$ cat config.mk
export PLATFORM = sky130hd
export DESIGN_NAME = sps_duty
export DESIGN_NICKNAME = d
export VERILOG_FILES = /design/src/rtl/core/sps_pkg.sv /design/src/rtl/core/sps_duty.sv
export SDC_FILE = /design/constraint.sdc
export NUM_CORES = 2
export LEC_CHECK = 0
export BUFFER_PORTS_ARGS = -buffer_cell sky130_fd_sc_hd__buf_2
export CAP_MARGIN = 20
export CORE_MARGIN = 5
export CORE_UTILIZATION = 35
export CTS_CLUSTER_SIZE = 12
export DETAILED_ROUTE_END_ITERATION = 8
export GPL_ROUTABILITY_DRIVEN = 0
export HOLD_SLACK_MARGIN = 0.05
export PLACE_DENSITY = 0.52
export SLEW_MARGIN = 10
export SYNTH_ARGS = -nofsm -noshare
export SYNTH_HDL_FRONTEND = slang
export SYNTH_SLANG_ARGS = --single-unit
$ cat constraint.sdc
create_clock -name clk_i -period 9.3 [get_ports clk_i]
set_input_delay 0 -clock clk_i [delete_from_list [all_inputs] [get_ports clk_i]]
set_output_delay 0 -clock clk_i [all_outputs]
set_load 0.01 [all_outputs]
$ cat src/rtl/core/sps_pkg.sv
`timescale 1ns / 1ps

package sps_pkg;

  // default geometry
  localparam int unsigned ANGLE_BITS_DEF      = 16;
  localparam int unsigned SINE_TABLE_BITS_DEF = 10;

  // field and register widths
  localparam int unsigned ANGLE_W   = 16;
  localparam int unsigned DUTY_W    = 16;
  localparam int unsigned CFG_W     = 16;
  localparam int unsigned CFG_IDX_W = 1;
  localparam int unsigned SINE_W    = 16;

  // register indexes
  localparam logic [CFG_IDX_W-1:0] REG_MOD_DEPTH  = 1'b0;
  localparam logic [CFG_IDX_W-1:0] REG_PWM_PERIOD = 1'b1;

  // register reset values
  localparam logic [CFG_W-1:0] MOD_DEPTH_RST  = 16'd1638;
  localparam logic [CFG_W-1:0] PWM_PERIOD_RST = 16'd512;

  // phases and pipeline depth (table read plus four arithmetic stages)
  localparam int unsigned NUM_PHASES = 3;
  localparam int unsigned PIPE_DEPTH = 5;

  // odd taylor coefficients of sin(pi/2 * x) in q30
  localparam longint Q30_ONE = 64'sd1 << 30;
  localparam longint TAYLOR_Q30 [7] = '{
    64'sd1686629713, -64'sd693598668, 64'sd85569306, -64'sd5026995,
    64'sd172272, -64'sd3864, 64'sd61
  };

  // per-stage control shared by the duty lanes
  typedef struct packed {
    logic             en;
    logic [CFG_W-1:0] mod_depth;
    logic [CFG_W-1:0] pwm_period;
  } sps_ctrl_t;

  // quarter-wave sine entry k in q15, evaluated at elaboration
  function automatic logic [SINE_W-1:0] sine_entry(int unsigned k, int unsigned tbits);
    longint x;
    longint x2;
    longint acc;
    longint v;
    x   = longint'(k) << (30 - tbits);
    x2  = (x * x) / Q30_ONE;
    acc = TAYLOR_Q30[6];
    for (int n = 5; n >= 0; n--) begin
      acc = TAYLOR_Q30[n] + (acc * x2) / Q30_ONE;
    end
    v = (acc * x) / Q30_ONE;
    if (v < 0) v = 0;
    v = (v + (64'sd1 << 14)) >>> 15;
    if (v > 32768) v = 32768;
    if (k == 0) v = 0;
    if (k == (32'd1 << tbits)) v = 32768;
    return SINE_W'(v);
  endfunction

endpackage

$ cat src/rtl/core/sps_duty.sv
`timescale 1ns / 1ps

module sps_duty
  import sps_pkg::*;
(
  input  logic              clk_i,
  input  sps_ctrl_t         ctrl_i,
  input  logic [SINE_W-1:0] mag_i,
  input  logic              neg_i,
  output logic [DUTY_W-1:0] duty_o
);

  localparam int unsigned PROD_W  = CFG_W + SINE_W;
  localparam int unsigned BRACK_W = 32;
  localparam int unsigned SCALE_W = BRACK_W + CFG_W;

  localparam logic signed [BRACK_W:0] HALF_Q31 = (BRACK_W + 1)'(64'd1 << 30);

  logic [PROD_W-1:0]        prod_q;
  logic                     neg_q;
  logic signed [BRACK_W:0]  sum_w;
  logic [BRACK_W-1:0]       bracket_q;
  logic [SCALE_W-1:0]       scaled_q;
  logic [DUTY_W:0]          raw_w;
  logic [DUTY_W-1:0]        duty_q;

  // depth times sine magnitude
  always_ff @(posedge clk_i) begin
    if (ctrl_i.en) begin
      prod_q <= ctrl_i.mod_depth * mag_i;
      neg_q  <= neg_i;
    end
  end

  // one half plus depth times sine, floored at zero
  always_comb begin
    if (neg_q) begin
      sum_w = HALF_Q31 - $signed({1'b0, prod_q});
    end else begin
      sum_w = HALF_Q31 + $signed({1'b0, prod_q});
    end
  end

  always_ff @(posedge clk_i) begin
    if (ctrl_i.en) begin
      bracket_q <= sum_w[BRACK_W] ? '0 : sum_w[BRACK_W-1:0];
    end
  end

  // scale by the period
  always_ff @(posedge clk_i) begin
    if (ctrl_i.en) begin
      scaled_q <= bracket_q * ctrl_i.pwm_period;
    end
  end

  // drop the q31 fraction and saturate at the period
  assign raw_w = scaled_q[SCALE_W-1:31];

  always_ff @(posedge clk_i) begin
    if (ctrl_i.en) begin
      duty_q <= (raw_w > {1'b0, ctrl_i.pwm_period}) ? ctrl_i.pwm_period : raw_w[DUTY_W-1:0];
    end
  end

  assign duty_o = duty_q;

endmodule
==> After elaboration in Yosys (flattened, before gate mapping) <==
Index checks and enable logic that the tools add are counted.
{ "word_totals": {"regBits": 129, "wordCells": 12} }
{ "classes": {"add_sub_neg": 2, "n_mul": 2, "muxes": 2, "magnitude_cmp": 1} }
{ "op_table": {"columns": ["cell", "count"], "rows": [
  ["$mul 32x16->48", 1],
  ["$add 31x32->33 const A", 1],
  ["$mux 33", 1],
  ["$sub 31x32->33 const A", 1],
  ["$mul 16x16->32", 1],
  ["$gt 17x16->1", 1],
  ["$mux 16", 1]
]} }

==> Logic depth before layout (Yosys ltp) <==
{ "depth": {"ltp_word": 2, "ltp_mapped": 25, "ltp_nobuf": 24} }

==> Least setup slack after synthesis <==
No wires, ideal clock.
{ "synth_timing": {"kind": "register to register", "startpoint": "register bracket_q[10]", "endpoint": "register scaled_q[45], data pin", "arrival_ns": 6.366, "setup_time_ns": 0.167, "path_slack_ns": 2.767, "required_time_ns": 9.133, "stages_incl_launch_ff": 22, "synth_period_minus_slack_ns": 6.533, "cell_sequence": "edfxtp_1 clkbuf_1 nand2_1 fa_1 fa_1 fa_1 fa_1 inv_1 fa_1 inv_1 fa_1 inv_1 ha_1 a22o_1 o311a_1 a41oi_1 nor4b_1 a21oi_1 o311ai_0 nand2_1 a41o_1 a211oi_1"} }
{ "synth_via": {"elab_chain_cells": 1} }
{ "synth_rtl": {"columns": ["item", "line", "text"], "rows": [
  ["from (decl)", "sps_duty.sv:22", "logic [BRACK_W-1:0] bracket_q;"],
  ["from (signal assigned)", "sps_duty.sv:46", "bracket_q <= sum_w[BRACK_W] ? '0 : sum_w[BRACK_W-1:0];"],
  ["$mul 32x16->48", "sps_duty.sv:53", "scaled_q <= bracket_q * ctrl_i.pwm_period;"],
  ["to (signal assigned)", "sps_duty.sv:53", null],
  ["to (decl)", "sps_duty.sv:23", "logic [SCALE_W-1:0] scaled_q;"]
]} }
No other way between the ends.
A chain may end at the register's enable or synchronous reset.

==> Worst setup path after layout <==
{ "layout_timing": {"startpoint": "register bracket_q[9]", "endpoint": "register scaled_q[45], data pin"} }
The elaborated chain is that of the path after synthesis.

==> impl_metrics.env <==
export IMPL_status="finished clean"
export IMPL_post_cts_resized=0
export IMPL_critPathSlowestCell="o311ai_0"
export IMPL_hp_class="in -> reg"
export IMPL_relSlewSlack_pct=32.59
export IMPL_cts_hold_buffers=2
export IMPL_synthArstFlopShare_pct=0
export IMPL_crit_chain="nand2_1 > fa_1 > fa_1 > fa_1 > fa_1 > inv_1 > fa_1 > inv_1 > fa_1 > inv_1 > ha_1 > a22o_1 > o311a_1 > a41oi_1 > nor4b_1 > buf_4 > a21oi_1 > o311ai_0 > nand2_1 > a41o_1 > a211oi_1"
export IMPL_antenna_found_initial=1
export IMPL_finClkSkew_ns=0.01735
export IMPL_crit_path_start_kind="register"
export IMPL_synth_cell_type_count=61
export IMPL_final_period_utilization_pct=82.06
export IMPL_drive_gt1_share_pct=3.410
export IMPL_min_period_ns=7.632
export IMPL_synth_area_top_cells="fa_1 44%, ha_1 11%, edfxtp_1 11%"
export IMPL_worstPathArrival_ns=7.84
export IMPL_io_buffers=66
export IMPL_dp_hpwl_um=54700
export IMPL_row_count=103
export IMPL_path_buf_inv=4
export IMPL_fp_dieW_um=292.5
export IMPL_max_slew_worst_pin_slew_ns=1.011
export IMPL_area_growth_pct=5.549
export IMPL_first_pass_iters=4
export IMPL_wl_per_cell_um=17.87
export IMPL_core_mm2=0.07913
export IMPL_grt_overflow_total=0
export IMPL_clock_path_buffers=2
export IMPL_cts_buffers=9
export IMPL_cpLargestDelayFamily="adder cells"
export IMPL_die_area_mm2=0.08556
export IMPL_grt_usage_pct=17.59
export IMPL_fin_nets=3890
export IMPL_drc=0
export IMPL_synth_edff_count=98
export IMPL_cts_tree="built"
export IMPL_cts_sinks=98
export IMPL_ios=67
export IMPL_ys_ff_latch=98
export IMPL_crit_fanout=16
export IMPL_ys_warn_count=0
export IMPL_start_util_pct=35.30
export IMPL_die_h_um=292.5
export IMPL_max_cap_violations=0
export IMPL_vias_per_cell=4.804
export IMPL_syn_nets=3925
export IMPL_worst_setup_path_type="reg -> reg"
export IMPL_end_kind="register"
export IMPL_synth_area_mm2=0.02793
export IMPL_cts_htree_levels=3
export IMPL_syn_area_per_cell_um2=9.244
export IMPL_drt_iter0_markers=1009
export IMPL_final_common_cell="inv_1"
export IMPL_clock_fmax_mhz=131.0
export IMPL_insertion_delay_ns=0.39
export IMPL_fin_setup_tns_ns=0
export IMPL_netlist_area_leader_share_pct=43.79
export IMPL_vias=19420
export IMPL_grt_max_degree=84
export IMPL_syn_inst=3022
export IMPL_finalSetupViolCount=0
export IMPL_postCtsSetupBuffers=0
export IMPL_wl_um=72260
export IMPL_cts_root_buf="clkbuf_16"
export IMPL_layout_common_cells="702 x inv_1, 611 x fa_1, 513 x nand2_1, 298 x and2_1, 241 x ha_1"
export IMPL_worst_path_largest_cell_delay_ns=0.86
export IMPL_antenna_left=0
export IMPL_critPathMostFrequentCell="fa_1"
export IMPL_slew_violations=0
export IMPL_synth_seq_area_share_pct=10.53
export IMPL_crit_required_ns=9.51
export IMPL_synth_main_ff_cell="edfxtp_1"
export IMPL_hold_viol=0
export IMPL_grt_first_pass_wirelength_um=119300
export IMPL_cts_reportedPaths_clkPinSlew_ns=0.08
export IMPL_rsz0062_at_grt="false"
export IMPL_grt_pass1_vias=21480
export IMPL_yosys_area_top_type="fa_1"
metal layers:
| layer | share of wire (%) | GRT usage [%] | vias to the layer above | wire, um |
|---|---|---|---|---|
| li1 | - | - | 8913 | - |
| met1 | 46 | 24.85 | 10010 | 33580 |
| met2 | 47 | 29.14 | 437 | 34040 |
| met3 | 4.9 | 2.639 | 61 | 3566 |
| met4 | 1.5 | 3.417 | 0 | 1073 |
| met5 | 0 | 0 | - | 0 |
area by class of cell:
class | instances | area [um2]
inverter | 702 | 2635
antenna | 2 | 5.005
clock inverter | 6 | 50.05
timing repair buffer | 75 | 425.4
clock buffer | 9 | 225.2
sequential | 98 | 2943
fill | 8215 | 49640
tap | 1050 | 1314
multi-input combinational | 2101 | 21890
sequential cells by signal (all words and copies together), names as in the netlist:
signal / flops
scaled_q: 17
duty_o: 16
neg_q: 1
prod_q: 32
bracket_q: 32
synth_stat cells (2+ instances only):
cell and n:
o41ai_1 7, nand4_1 9, nand2b_1 7, nor4_1 3
xor2_1 39, or3_1 2, and3_1 4, nor3_1 6
and4_1 3, o211ai_1 2, nor2_1 70, nor2b_1 8
mux2_2 2, or4_1 2, or4_4 2, xnor2_1 32
nand2_1 513, o31ai_1 12, o221ai_1 2, or2_2 2
clkbuf_1 118, o21ai_0 54, ha_1 241, and2_1 298
a211oi_1 11, o21a_1 6, nand3_1 13, o311a_1 2
a21boi_0 3, inv_1 702, buf_6 3, o21bai_1 5
a21o_1 50, a21oi_1 52, edfxtp_1 98, or3_4 2
fa_1 611, a31oi_1 3
through the flow:
stage | cells | utilization (%) | hold WS (ns) | instance area [um2] | setup slack (ns)
6_report | 4043 | 37.26 | 0.2397 | 29480 | 1.668
5_1_grt | 4041 | 37.26 | 0.2288 | 29480 | 1.106
4_1_cts | 4040 | 37.22 | 0.2237 | 29450 | 1.606
3_5_place_dp | 4023 | 36.85 | 0.2564 | 29160 | 1.692
3_3_place_gp | 4023 | 36.85 | 0.2598 | 29160 | 1.727
2_1_floorplan | 3022 | - | 0.09887 | 27930 | 2.767
worst paths after layout:
check | from | to | cells past startpoint | slack (ns)
worst max register to register | bracket_q[9] | scaled_q[45] | 21 | 1.67
worst min register to register | scaled_q[46] | duty_o[15] | 2 | 0.57
worst max-delay path | bracket_q[9] | scaled_q[45] | 21 | 1.67
worst min-delay path | mag_i[0] | prod_q[0] | 2 | 0.24
logic make-up (layout without fill, tap and decap cells):
family	Yosys count	after routing	synth area share, %
muxes	4	4	0.1702
other	0	2	0
xor gates and xnor gates	71	71	2.226
buffers and inverters	823	792	11.14
AOI/OAI and AO/OA	223	223	5.173
and+or+nand+nor	951	951	16.17
adders and majority gates	852	852	54.58
DFF	98	98	10.53
Power is not shown: default switching activity piles up to over one toggle a cycle in this logic, so the estimate is an artifact.
